`src/design/awd_pkg.sv`:
```
package awd_pkg;

  localparam int NSTAGE = 8;

  localparam int WFRAC = 23;
  localparam int XW    = 24;
  localparam int GW    = 27;
  localparam int AW    = 31;
  localparam int DW    = 28;
  localparam int QW    = 9;
  localparam int QTW   = 36;
  localparam int RW    = 38;
  localparam int VW    = 32;
  localparam int FW    = 25;
  localparam int WW    = 23;
  localparam int TRW   = 27;
  localparam int G2W   = 2 * GW - WFRAC;
  localparam int G3W   = 31;
  localparam int DIVW  = G3W - 1;
  localparam int WETW  = 40;

  localparam int CFG_IW = 3;
  localparam int CFG_DW = 21;

  localparam logic [1:0] MODE_SOFT = 2'd0;
  localparam logic [1:0] MODE_HARD = 2'd1;
  localparam logic [1:0] MODE_FOLD = 2'd2;
  localparam logic [1:0] MODE_TRI  = 2'd3;

  localparam logic [CFG_IW-1:0] REG_SHAPE_MODE    = 3'd0;
  localparam logic [CFG_IW-1:0] REG_WET_MIX       = 3'd1;
  localparam logic [CFG_IW-1:0] REG_DRIVE_FACTOR  = 3'd2;
  localparam logic [CFG_IW-1:0] REG_CLIP_LEVEL    = 3'd3;
  localparam logic [CFG_IW-1:0] REG_FOLD_PERIOD   = 3'd4;
  localparam logic [CFG_IW-1:0] REG_TRI_GAIN_DB   = 3'd5;
  localparam logic [CFG_IW-1:0] REG_TRI_RATIO     = 3'd6;

  localparam logic [16:0] MIX_FULL = 17'd65536;

  localparam logic signed [WETW-1:0] TWO_THIRDS_W = 40'sd5592405;
  localparam logic signed [WETW-1:0] ONE_W        = 40'sd8388608;
  localparam logic signed [VW-1:0]   HALF_V       = 32'sd4194304;
  localparam logic signed [FW-1:0]   HALF_F       = 25'sd4194304;
  localparam logic signed [FW-1:0]   QUARTER_F    = 25'sd2097152;
  localparam logic [31:0]            DIV3_MUL     = 32'hAAAAAAAB;

  typedef logic signed [XW-1:0]   smp_t;
  typedef logic signed [GW-1:0]   gain_t;
  typedef logic signed [AW-1:0]   tri_acc_t;
  typedef logic signed [WETW-1:0] wet_t;

  typedef struct packed {
    logic [1:0]         shape_mode;
    logic [16:0]        wet_mix;
    logic [17:0]        drive_factor;
    logic [17:0]        clip_level;
    logic [20:0]        fold_period_inverse;
    logic signed [14:0] tri_gain_db;
    logic [19:0]        tri_ratio;
  } awd_cfg_t;

  typedef struct packed {
    smp_t     x;
    gain_t    g;
    tri_acc_t a;
  } awd_front_t;

  typedef struct packed {
    smp_t x;
    wet_t wet;
  } awd_wet_t;

endpackage

```
`src/design/awd_front.sv`:
```
module awd_front #(
  parameter int SAMPLE_BITS = 24
) (
  input  logic                          clk,
  input  logic [1:0]                    en,
  input  logic signed [SAMPLE_BITS-1:0] dry,
  input  awd_pkg::awd_cfg_t             cfg,
  output awd_pkg::awd_front_t           front
);
  import awd_pkg::*;

  smp_t                  x_nxt;
  smp_t                  x0_r;
  logic signed [GW+15:0] gp;
  logic signed [AW+7:0]  ap;
  awd_front_t            front_r;

  // bring the sample to q.23
  generate
    if (SAMPLE_BITS >= XW) begin : g_narrow
      localparam int SH = SAMPLE_BITS - XW;
      logic signed [SAMPLE_BITS-1:0] shifted;
      assign shifted = dry >>> SH;
      assign x_nxt   = shifted[XW-1:0];
    end else begin : g_widen
      localparam int PAD = XW - SAMPLE_BITS;
      assign x_nxt = {dry, {PAD{1'b0}}};
    end
  endgenerate

  assign gp = x0_r * $signed({1'b0, cfg.drive_factor});
  assign ap = x0_r * cfg.tri_gain_db;

  always_ff @(posedge clk) begin
    if (en[0]) begin
      x0_r <= x_nxt;
    end
    if (en[1]) begin
      front_r.x <= x0_r;
      front_r.g <= gp[GW+15:16];
      front_r.a <= ap[AW+7:8];
    end
  end

  assign front = front_r;

endmodule

```
`config.mk`:
```
export PLATFORM = sky130hd
export DESIGN_NAME = awd_front
export DESIGN_NICKNAME = d
export VERILOG_FILES = /design/src/design/awd_pkg.sv /design/src/design/awd_front.sv
export SDC_FILE = /design/constraint.sdc
export NUM_CORES = 2
export LEC_CHECK = 0
export ABC_AREA = 1
export BUFFER_PORTS_ARGS = -buffer_cell sky130_fd_sc_hd__buf_2
export CAP_MARGIN = 10
export CORE_MARGIN = 4
export CORE_UTILIZATION = 55
export DETAILED_ROUTE_END_ITERATION = 7
export MAX_ROUTING_LAYER = met4
export PLACE_DENSITY = 0.74
export SYNTH_ARGS = -nofsm -noshare
export SYNTH_HDL_FRONTEND = slang
export SYNTH_SLANG_ARGS = --single-unit
```
`constraint.sdc`:
```
create_clock -name clk -period 6.7 [get_ports clk]
set_input_delay 0.335 -clock clk [delete_from_list [all_inputs] [get_ports clk]]
set_output_delay 0.335 -clock clk [all_outputs]
set_load 0.05 [all_outputs]
```
* After elaboration in Yosys (flattened, before gate mapping)
Index checks and enable logic that the tools add are counted.
Operators by class: multiply operators 2
Operator list (count):
- $mul 24x19->43 | 1
- $mul 24x15->39 | 1
Word-level totals: logic and storage cells 6, bits of input ports 138, output and inout port bits 82, flip-flop bits (word level) 106

* Longest topological paths before layout
depth after elaboration 1, gate-level depth with buffers 29

* Worst setup path after synthesis
No wires, ideal clock.
path type register to register, start point register x0_r[23], end point register front_r, in the netlist front[55], data pin, setup slack 0.792 ns, cell stages (with the launch flop) 22, period minus slack after synthesis 5.908 ns, arrival time 5.655 ns, cells stage by stage edfxtp_1 clkbuf_1 clkbuf_1 nand2_1 fa_1 inv_1 fa_1 fa_1 fa_1 inv_1 fa_1 inv_1 fa_1 ha_1 nand2_1 nor2_1 inv_1 nor3_1 and2_1 nand4_1 nand4_1 nand2_1
Between the ends: cells in the longest elaborated chain, start to end 1
RTL lines:
- from (decl) | line awd_front.sv:13 | smp_t x0_r;
- from (signal assigned) | line awd_front.sv:36 | x0_r <= x_nxt;
- $mul 24x19->43 | line awd_front.sv:31 | assign gp = x0_r * $signed({1'b0, cfg.drive_factor});
- named net gp[40] | line awd_front.sv:14 | logic signed [GW+15:0] gp;
- to (decl) | line awd_front.sv:16 | awd_front_t front_r;
The timed path passes the listed nets, and every way through them passes these cells. A chain may end at the register's enable or synchronous reset.

* Worst setup path in the final report
start point register x0_r[21], end point register front_r, in the netlist front[29], data pin
Between the ends: cells in the longest elaborated chain, start to end 1
RTL lines:
- $mul 24x15->39 | line awd_front.sv:32 | assign ap = x0_r * cfg.tri_gain_db;
- named net ap[37] | line awd_front.sv:15 | logic signed [AW+7:0] ap;
The timed path passes the listed nets, and every way through them passes these cells.

==> summary.txt <==
Timing
  • Setup_tns: 0 ns
  • Measured slew at the worst slew-check pin: about 0.94 ns
  • Relative slew slack: 0.3712
  • Final hold viol count: 0
  • RSZ-0062 raised after global routing: no
  • Final Slew Violations: 0
  • Min cycle time layout: roughly 6.4 ns
  • Fmax: around 160 MHz
  • Final setup violation count: 0
  • Clk_skew: between 0.02 and 0.03 ns
  • Post-route clock period utilization: 0.9550

Die
  • Row cnt: 90
  • Core Region: 0.06025 mm2
  • Die ar.: 0.06471 mm2
  • Num ports: 220
  • Initial Util: 0.5542
  • DIE HEIGHT: about 250 um
  • Die X: between 200 and 300 um

Status
  • Status: finished clean

Logic synthesis
  • Synthesized net count: approximately 5300
  • Mean Syn Cell Area: between 8 and 9 um2
  • Synth Instances: slightly above 4000
  • Synthesized area: between 0.03 and 0.04 mm2
  • Synth cell types: 36
  • Syn. warnings: 0
  • Sequential area share after synthesis: 0.09534
  • Synth Register Bits: 106

Cells and area
  • Post-layout instance count excluding filler cells: between 5000 and 6000
  • Nets: 5326
  • Share of layout cells above drive strength 1: 0.06345
  • Area delta synth->final: 5.996%
  • Most common cell after layout, fill and taps aside: inv_1
  • Most frequent cells in the layout: inv_1 (1332), nand2_1 (1074), fa_1 (765), ha_1 (203), nor2_1 (163)

GRT
  • Antenna violations before repair: 1
  • First-pass GRT wire length: around 140 mm
  • GRT Total Usage: 0.2732
  • Largest net degree at the start of global routing: between 40 and 50
  • Congestion Overflow GR: 0
  • Number of global-route vias before repair: 27130

Worst hold path
  • WHS Endpoint: x0_r[13]$_DFFE_PP_
  • HP Class: in -> reg
  • Worst Hold Launch: dry[13]
  • Worst hold stages: 1

Worst setup path
  • Max FO, Critical Path: 17
  • Req. time, crit path: 6.86 ns
  • RR Endpoint: front[29]$_DFFE_PP_
  • Delay-heaviest family, CP: adder cells
  • Reg-to-Reg Start: x0_r[21]$_DFFE_PP_
  • Buffers plus inverters on the worst setup path: 4
  • Kind of end point of the critical path: register
  • R2R depth: 19
  • Setup crit start kind: register
  • Kind of critical path: reg -> reg
  • Crit-path cells: buf_4 > nand2_1 > fa_1 > fa_1 > inv_1 > fa_1 > fa_1 > inv_1 > fa_1 > inv_1 > fa_1 > ha_1 > nand2_1 > nor2_1 > nand2_1 > nor3_1 > nand3_1 > nand4_1 > nand2_1
  • Reg-to-reg slack, setup: around 0.30 ns
  • Worst path slowest cell: edfxtp_1
  • Slowest stage delay, CP: about 0.98 ns
  • Arr. time, crit path: about 6.6 ns
  • Most frequent CP cell: fa_1

Clocking
  • H-tree depth: 3
  • CTS tree: yes
  • CTS Sinks: around 110
  • Max clock buf depth: 2
  • CTS buffer count: 9
  • Worst skew pair latency: roughly 0.42 ns
  • Clk slew on worst S/H paths: ~0.11 ns
  • Clock root cell: clkbuf_16
  • Hold buffers post-CTS: 0

Routing
  • Drt first-iter violations: 1836
  • Vias: approximately 26000
  • Per-cell routed wire length: about 16 um
  • DRC violations left: 0
  • Final WL: around 80 mm
  • ANT nets after route: 0
  • DR pass1 iterations: 5
  • Vias per cell: about 5

Placement
  • PortBufs: roughly 140
  • RePlAce Congestion: 0.9838
  • Placed insts: approximately 5000
  • HPWL after detailed placement: about 67 mm

Job
  • Max cap viols: 0
-- cell usage after synthesis (all sizes together) --
| cell | count | area [um2] |
|---|---|---|
| a21boi | 4 | 30.03 |
| a21o | 5 | 37.54 |
| a21oi | 81 | 405.4 |
| a31oi | 6 | 37.54 |
| and2 | 2 | 12.51 |
| buf | 1 | 3.750 |
| clkbuf | 159 | 596.8 |
| clkinv | 2 | 7.510 |
| edfxtp | 106 | 3183 |
| fa | 766 | 15330 |
| ha | 203 | 2540 |
| inv | 1345 | 5049 |
| nand2 | 1088 | 4124 |
| nand3 | 61 | 305.3 |
| nand3b | 4 | 30.03 |
| nand4 | 13 | 81.33 |
| nor2 | 166 | 635.6 |
| nor3 | 16 | 85.08 |
| nor4 | 5 | 31.28 |
| o211ai | 3 | 22.52 |
| o21a | 10 | 75.07 |
| o21ai | 47 | 235.2 |
| o21bai | 13 | 101.4 |
| or2 | 10 | 62.56 |
| xnor2 | 12 | 105.1 |
| xor2 | 29 | 254.0 |
-- cell type report --
class / instances / area, um2
fillers: 5393 / 24860
multi-input cells: 2544 / 24550
inverters: 1347 / 5056
flip-flops and latches: 106 / 3183
repair buffers: 211 / 1300
well taps: 782 / 978.4
clock buffers: 9 / 225.2
clock inverters: 7 / 93.84
diodes: 1 / 2.502
-- cell families (layout without fill, tap and decap cells) --
logic type / count (synthesis) / in the layout / synth area share
simple gates: 1365 / 1365 / 0.1608
fa+ha+maj: 969 / 969 / 0.5354
buf+inv: 1507 / 1574 / 0.1694
compound gates: 169 / 169 / 0.02830
other cells: 0 / 1 / 0
xor+xnor: 41 / 41 / 0.01076
flops: 106 / 106 / 0.09534
-- worst register-to-register path: cells and delay by family (launching register included) --
family / cells / cell delay [ns]
simple gates: 8 / 1.22
buf+inv: 4 / 0.53
flops: 1 / 0.98
fa+ha+maj: 7 / 3.40
-- sequential cells by signal, indices dropped and copies added (netlist names) --
name   cells
front     82
x0_r      24
-- repair_timing --
item | 4_1_cts | 5_1_grt
setup buffers | 0 | 4
resized for setup | 0 | 1
setup endpoints to repair | 0 | 5
-- stage by stage --
stage	hold WS [ns]	util	worst slack [ns]	area, um2
6_report	0.07689	0.5874	0.3012	35390
4_1_cts	0.06196	0.5868	0.2595	35350
3_3_place_gp	0.5120	0.5815	0.3724	35030
2_1_floorplan	0.4244	-	0.7922	33390
5_1_grt	0.06998	0.5874	0.009323	35390
3_5_place_dp	0.5131	0.5815	0.3007	35030
-- how the worst max path moves through the flow --
stage / startpoint / to / slack, ns / cells past startpoint
3_5_place_dp: x0_r[23]$_DFFE_PP_ / front[30]$_DFFE_PP_ / 0.30 / 21
3_3_place_gp: x0_r[7]$_DFFE_PP_ / front[51]$_DFFE_PP_ / 0.37 / 23
4_1_cts: x0_r[23]$_DFFE_PP_ / front[30]$_DFFE_PP_ / 0.26 / 21
5_1_grt: x0_r[21]$_DFFE_PP_ / front[29]$_DFFE_PP_ / 0.009 / 19
2_1_floorplan: x0_r[23]$_DFFE_PP_ / front[55]$_DFFE_PP_ / 0.79 / 21
6_report: x0_r[21]$_DFFE_PP_ / front[29]$_DFFE_PP_ / 0.30 / 19
-- routing by layer --
metal  GRT usage  share of wire
met4     0.07288          0.027
met5           -              0
met3     0.04273          0.080
met1      0.3703           0.42
met2      0.4362           0.48
Power is left out: the tool's default activity adds up to more than one toggle a clock period on the data nets, which glitch-free logic cannot reach.
