**config.mk**
```make
export PLATFORM = sky130hd
export DESIGN_NAME = awd_mix
export DESIGN_NICKNAME = d
export VERILOG_FILES = /design/src/design/awd_pkg.sv /design/src/design/awd_mix.sv
export SDC_FILE = /design/constraint.sdc
export NUM_CORES = 2
export LEC_CHECK = 0
export BUFFER_PORTS_ARGS = -buffer_cell sky130_fd_sc_hd__clkbuf_2
export CAP_MARGIN = 40
export CORE_MARGIN = 1
export CORE_UTILIZATION = 35
export CTS_CLUSTER_DIAMETER = 40
export DETAILED_ROUTE_END_ITERATION = 10
export HOLD_SLACK_MARGIN = 0.06
export REMOVE_ABC_BUFFERS = 1
export SKIP_LAST_GASP = 1
export SLEW_MARGIN = 20
export SYNTH_ARGS = -nofsm -noshare
export SYNTH_HDL_FRONTEND = slang
export SYNTH_SLANG_ARGS = --single-unit
```
**constraint.sdc**
```tcl
create_clock -name clk -period 13.7 [get_ports clk]
set_input_delay 2.055 -clock clk [delete_from_list [all_inputs] [get_ports clk]]
set_output_delay 2.055 -clock clk [all_outputs]
set_load 0.01 [all_outputs]
```
**src/design/awd_pkg.sv**
```systemverilog
package awd_pkg;

  localparam int NSTAGE = 8;

  localparam int WFRAC = 23;
  localparam int XW    = 24;
  localparam int GW    = 27;
  localparam int AW    = 31;
  localparam int DW    = 28;
  localparam int QW    = 9;
  localparam int QTW   = 36;
  localparam int RW    = 38;
  localparam int VW    = 32;
  localparam int FW    = 25;
  localparam int WW    = 23;
  localparam int TRW   = 27;
  localparam int G2W   = 2 * GW - WFRAC;
  localparam int G3W   = 31;
  localparam int DIVW  = G3W - 1;
  localparam int WETW  = 40;

  localparam int CFG_IW = 3;
  localparam int CFG_DW = 21;

  localparam logic [1:0] MODE_SOFT = 2'd0;
  localparam logic [1:0] MODE_HARD = 2'd1;
  localparam logic [1:0] MODE_FOLD = 2'd2;
  localparam logic [1:0] MODE_TRI  = 2'd3;

  localparam logic [CFG_IW-1:0] REG_SHAPE_MODE    = 3'd0;
  localparam logic [CFG_IW-1:0] REG_WET_MIX       = 3'd1;
  localparam logic [CFG_IW-1:0] REG_DRIVE_FACTOR  = 3'd2;
  localparam logic [CFG_IW-1:0] REG_CLIP_LEVEL    = 3'd3;
  localparam logic [CFG_IW-1:0] REG_FOLD_PERIOD   = 3'd4;
  localparam logic [CFG_IW-1:0] REG_TRI_GAIN_DB   = 3'd5;
  localparam logic [CFG_IW-1:0] REG_TRI_RATIO     = 3'd6;

  localparam logic [16:0] MIX_FULL = 17'd65536;

  localparam logic signed [WETW-1:0] TWO_THIRDS_W = 40'sd5592405;
  localparam logic signed [WETW-1:0] ONE_W        = 40'sd8388608;
  localparam logic signed [VW-1:0]   HALF_V       = 32'sd4194304;
  localparam logic signed [FW-1:0]   HALF_F       = 25'sd4194304;
  localparam logic signed [FW-1:0]   QUARTER_F    = 25'sd2097152;
  localparam logic [31:0]            DIV3_MUL     = 32'hAAAAAAAB;

  typedef logic signed [XW-1:0]   smp_t;
  typedef logic signed [GW-1:0]   gain_t;
  typedef logic signed [AW-1:0]   tri_acc_t;
  typedef logic signed [WETW-1:0] wet_t;

  typedef struct packed {
    logic [1:0]         shape_mode;
    logic [16:0]        wet_mix;
    logic [17:0]        drive_factor;
    logic [17:0]        clip_level;
    logic [20:0]        fold_period_inverse;
    logic signed [14:0] tri_gain_db;
    logic [19:0]        tri_ratio;
  } awd_cfg_t;

  typedef struct packed {
    smp_t     x;
    gain_t    g;
    tri_acc_t a;
  } awd_front_t;

  typedef struct packed {
    smp_t x;
    wet_t wet;
  } awd_wet_t;

endpackage

```
**src/design/awd_mix.sv**
```systemverilog
module awd_mix #(
  parameter int SAMPLE_BITS = 24
) (
  input  logic                          clk,
  input  logic [1:0]                    en,
  input  awd_pkg::awd_cfg_t             cfg,
  input  awd_pkg::awd_wet_t             shaped,
  output logic signed [SAMPLE_BITS-1:0] sample
);
  import awd_pkg::*;

  localparam int PDW  = XW + 18;
  localparam int PWW  = WETW + 18;
  localparam int SUMW = PWW + 1;
  localparam int MW   = SUMW - 16;
  localparam int YW   = MW + 8;

  logic [16:0]                  m;
  logic [16:0]                  dm;
  logic signed [PDW-1:0]        pd;
  logic signed [PWW-1:0]        pw;
  logic signed [PDW-1:0]        pd6_r;
  logic signed [PWW-1:0]        pw6_r;
  logic signed [SUMW-1:0]       sum;
  logic signed [YW-1:0]         ext;
  logic signed [YW-1:0]         y;
  logic [YW-SAMPLE_BITS:0]      top;
  logic signed [SAMPLE_BITS-1:0] sat;
  logic signed [SAMPLE_BITS-1:0] out_nxt;
  logic signed [SAMPLE_BITS-1:0] out_r;

  assign m  = (cfg.wet_mix > MIX_FULL) ? MIX_FULL : cfg.wet_mix;
  assign dm = MIX_FULL - m;
  assign pd = shaped.x * $signed({1'b0, dm});
  assign pw = shaped.wet * $signed({1'b0, m});

  always_ff @(posedge clk) begin
    if (en[0]) begin
      pd6_r <= pd;
      pw6_r <= pw;
    end
  end

  assign sum = SUMW'(pw6_r) + SUMW'(pd6_r);
  assign ext = YW'($signed(sum[SUMW-1:16]));

  // back to the port format
  generate
    if (SAMPLE_BITS >= XW) begin : g_up
      localparam int SH = SAMPLE_BITS - XW;
      assign y = ext <<< SH;
    end else begin : g_down
      localparam int SH = XW - SAMPLE_BITS;
      assign y = ext >>> SH;
    end
  endgenerate

  assign top     = y[YW-1:SAMPLE_BITS-1];
  assign sat     = y[YW-1] ? {1'b1, {(SAMPLE_BITS-1){1'b0}}}
                           : {1'b0, {(SAMPLE_BITS-1){1'b1}}};
  assign out_nxt = ((&top) || !(|top)) ? y[SAMPLE_BITS-1:0] : sat;

  always_ff @(posedge clk) begin
    if (en[1]) begin
      out_r <= out_nxt;
    end
  end

  assign sample = out_r;

endmodule

```
* After elaboration in Yosys (flattened, before gate mapping) *
Index checks and enable logic that the tools add are counted.

cells by class
  $add $sub $neg = 2
  $mul = 2
  magnitude comparators = 1
  muxes and demuxes = 3
  reductions and logical operators = 4

operators with widths
  operator                                               number
  58-bit by 42-bit adder with 59-bit output              1
  40-bit by 18-bit multiplier with 58-bit output         1
  24-bit two-way mux                                     2
  24-bit by 18-bit multiplier with 42-bit output         1
  20-bit AND reduction                                   1
  20-bit OR reduction                                    1
  17-bit greater-than comparator, second input constant  1
  17-bit two-way mux                                     1
  17-bit subtractor, first input constant                1
  1-bit zero test                                        1
  1-bit logical OR                                       1

storage, ports and cells
  bits in registers = 124
  input bits = 178

* Depth between registers and ports, before layout *
  depth after elaboration = 5
  mapped depth = 40
  mapped depth without buffers = 34

* Worst setup path before layout *
OpenSTA, ideal clock, no wires.

  path type = input to register
  start point = input port cfg[98] (netlist bit)
  end point = register pd6_r[40], data pin
  library setup time = 0.258 ns
  data arrival time = 10.321 ns
  setup slack = 3.122 ns
  cell stages on the path = 37
  cells stage by stage = nor4_1 -> nand4_1 -> nand2_1 -> clkbuf_1 -> and2_1 -> clkbuf_1 -> clkbuf_1 -> buf_1 -> inv_1 -> ha_1 -> nand3_1 -> xor2_1 -> clkbuf_1 -> nand2_1 -> fa_1 -> inv_1 -> fa_1 -> inv_1 -> fa_1 -> inv_1 -> fa_1 -> fa_1 -> inv_1 -> fa_1 -> inv_1 -> ha_1 -> a21o_1 -> a21oi_1 -> o211ai_1 -> a221oi_1 -> a21oi_1 -> o41a_1 -> a41o_1 -> o41ai_1 -> o21ai_0 -> a21oi_1 -> xnor2_1

between the ends
  longest elaborated chain between the ends = 4

RTL lines
  what                                              RTL line       text
  from (decl)                                       awd_mix.sv:6   input awd_pkg::awd_cfg_t cfg,
  17-bit greater-than comparator                    awd_mix.sv:32  assign m = (cfg.wet_mix > MIX_FULL) ? MIX_FULL : cfg.wet_mix;
  17-bit two-way mux *                              awd_mix.sv:32
  17-bit subtractor *                               awd_mix.sv:33  assign dm = MIX_FULL - m;
  24-bit by 18-bit multiplier with 42-bit output *  awd_mix.sv:34  assign pd = shaped.x * $signed({1'b0, dm});
  net pd[40]                                        awd_mix.sv:20  logic signed [PDW-1:0] pd;
  to (signal assigned)                              awd_mix.sv:39  pd6_r <= pd;
  to (decl)                                         awd_mix.sv:22  logic signed [PDW-1:0] pd6_r;

Mark *: on every way through the listed nets, which the timed path passes. The rest lies on a longest branch.
A chain may end at the register's enable or synchronous reset.

* Worst setup path after layout *
  start point = input port cfg[96] (netlist bit)
  end point = register pd6_r[40], data pin

The elaborated chain is that of the path after synthesis.

==> flow_summary.json <==
{
  "status": "complete, but fails checks",
  "violations": "DRC",
  "clock-sinks": 124,
  "routed_wl_mm": 119,
  "area_delta_synth_final_pct": 6.40,
  "critPathKind": "in2reg",
  "cp_common_cell": "fa_1",
  "ys_types": 83,
  "netlist_instances": 5291,
  "slew_headroom_pct": 43.7,
  "nets": 6720,
  "start_util_pct": 35.2,
  "cp-end-kind": "register",
  "async_flop_share_pct": 0,
  "min-delay-start": "pd6_r[36]",
  "cts_tree": "yes",
  "core-area_mm2": 0.131,
  "r2r-end": "sample[10]",
  "worstPathRequired_ps": 13900,
  "cpMaxStageDelayCell": "xor2_2",
  "setup_violations": 0,
  "drtIter0Drc": 2017,
  "min_path_type": "reg2reg",
  "reg2reg_depth": 13,
  "syn_area_per_cell_um2": 8.75,
  "syn-cell-area_mm2": 0.0463,
  "worstPathArrival_ps": 12030,
  "io_buffer_count": 107,
  "dpl.hpwl_mm": 97.7,
  "grt_max_degree": 68,
  "cap_violations": 0,
  "first_global_vias": 36500,
  "avgViaCountPerCell": 4.95,
  "rrSetupSlack_ps": 8410,
  "clk_pin_slew_ps": 60,
  "grtUsageTotal_pct": 18.6,
  "drc": 4,
  "die_h_um": 366,
  "antenna_found_initial": 4,
  "synth_edf_count": 124,
  "rsz0062_at_grt": "no",
  "skew_ps": 9.06,
  "io_pins": 202,
  "row_count": 133,
  "dieWidth_um": 366,
  "start_kind": "input pin",
  "drive_gt1_share_pct": 4.98,
  "post-cts-setup-buffer-count": 0,
  "critPathLaunch": "cfg[96]",
  "hold_viol_final": 0,
  "root_buffer": "clkbuf_16",
  "gp_congestion": 0.882,
  "r2r-start": "pw6_r[1]",
  "fmax_mhz": 84.5,
  "ys_ff_latch": 124,
  "period_share_pct": 86.4,
  "ys_seq_area_share_pct": 8.05,
  "vias": 34500,
  "synthFlopType": "edfxtp_1",
  "drt_pass1_iterations": 11,
  "hold_path_end": "sample[20]",
  "wl_per_cell_um": 17.1,
  "ys_warn_count": 0,
  "cts_hold_buf": 0,
  "grt-ovfl-total": 0,
  "cts.path.max_buffers": 2,
  "numCtsBuffers": 17,
  "fin_crit_ps": 11830,
  "fillerInstances": 13400,
  "slowest_delay_ps": 670,
  "hold_depth": 5,
  "slew_viol_final": 0,
  "drtAntennaViolNets": 0,
  "cts_resized": 0,
  "die_area_mm2": 0.134,
  "h-tree-depth": 4,
  "fin_setup_tns_ps": 0,
  "cp_max_fo": 30,
  "clk_latency_ps": 450,
  "tightest_slew_ps": 843,
  "grt_pass1_wl_mm": 196
}
how the worst max path moves through the flow:
stage,endpoint,slack (ps)
floorplan,pd6_r[40],1950
global placement,pd6_r[41],1640
detailed placement,pd6_r[40],1540
CTS,pd6_r[40],1990
global route,pd6_r[41],1290
finish,pd6_r[40],1870
cell families after synthesis:
family	share of synthesized area [%]
AND/OR/NAND/NOR	15.4
buffers and inverters	13.3
adder cells (fa/ha/maj)	53.0
AO/OA/AOI/OAI	7.41
XOR/XNOR	2.61
flip-flops	8.05
multiplexers	0.135
synthesized netlist by cell type, types with 4 or more instances:
cell type     n  area share (%)
nor3_1       27            0.29
o211ai_1      9            0.15
and2_1      259             3.5
a211oi_1     18            0.29
o21bai_1     17            0.28
mux2i_1       4           0.087
ha_1        294             7.9
or2_2         4           0.054
or3_1        10            0.14
o221ai_1      5           0.095
nor2_1       76            0.62
o21ai_1      16            0.17
edfxtp_1    124             8.0
a31oi_1      24            0.32
a21o_1       70             1.1
o21a_1       18            0.29
a211o_1       5           0.095
a21oi_1     163             1.8
buf_1        12           0.097
and3_1       59            0.80
o31ai_2      20            0.54
o211a_1       4           0.087
o21ai_0      68            0.74
clkbuf_1    242             2.0
nor2b_1      44            0.59
fa_1       1042              45
o41ai_1       4           0.076
a2111oi_0     7            0.13
and4_1        5           0.095
nand3_1      38            0.41
buf_2         6           0.065
nand2b_1     36            0.49
inv_1      1376              11
o31ai_1      10            0.16
o22ai_1       4           0.054
nand2_1     916             7.4
nand4_1      26            0.35
xnor2_1      93             1.8
nor4_1       18            0.24
xor2_1       45            0.85
layer usage:
metal	share of wire, %	global-route usage, %
met4	1.8	3.53
met5	0.011	0
met1	44	25.4
met2	48	31.1
met3	6.5	3.15
registers in the layout, summed over array words and instances (netlist names):
signal,flops
pd6_r,42
pw6_r,58
sample,24
through the flow:
step | hold slack [ps] | std cells | util, % | setup WS, ps | instance area [µm²]
after global placement | 1020 | 6936 | 37.0 | 1640 | 48500
after detailed placement | 1060 | 6940 | 37.0 | 1540 | 48600
after CTS | 1080 | 6972 | 37.5 | 1990 | 49200
after floorplan | 895 | 5029 | - | 1950 | 45300
after global routing | 1160 | 6975 | 37.5 | 1290 | 49200
final | 1080 | 6978 | 37.5 | 1870 | 49200
worst max-delay path, delay by kind of cell:
| family | cells | cell delay, ps |
|---|---|---|
| compound gates | 10 | 2790 |
| xor+xnor | 2 | 750 |
| simple gates | 6 | 1100 |
| fa+ha+maj | 8 | 3610 |
| buf+inv | 8 | 1680 |
cell type report:
type	count	area, µm²	share of cell area, %
inverters	1376	5160	10.5
clock buffers	18	429	0.872
repair buffers	158	975	1.98
multi-input cells	3529	36600	74.3
clock inverters	14	158	0.320
well taps	1755	2200	4.46
flip-flops and latches	124	3720	7.56
diodes	4	10.0	0.0203
placed cells by master (no fill, tap or decap), types with 7 or more instances in the layout:
master	n
nand2b_1	36
nor3_1	27
clkbuf_16	17
o21bai_1	17
or3_1	10
o211ai_1	9
a31oi_1	24
inv_1	1376
edfxtp_1	124
nand4_1	26
o31ai_2	20
o21a_1	18
o21ai_1	16
xnor2_2	7
nand2_1	916
a2111oi_0	7
fa_1	1042
clkbuf_2	107
and2_1	253
a21o_1	70
and3_1	59
o21ai_0	68
o31ai_1	10
a21oi_1	163
buf_4	46
and2_2	7
nor2b_1	38
xor2_1	39
nand3_1	38
xnor2_1	85
ha_1	294
nor2_1	76
nor4_1	18
a211oi_1	18
Power is left out: the tool's default activity adds up to more than one toggle a clock period on the data nets, which glitch-free logic cannot reach.
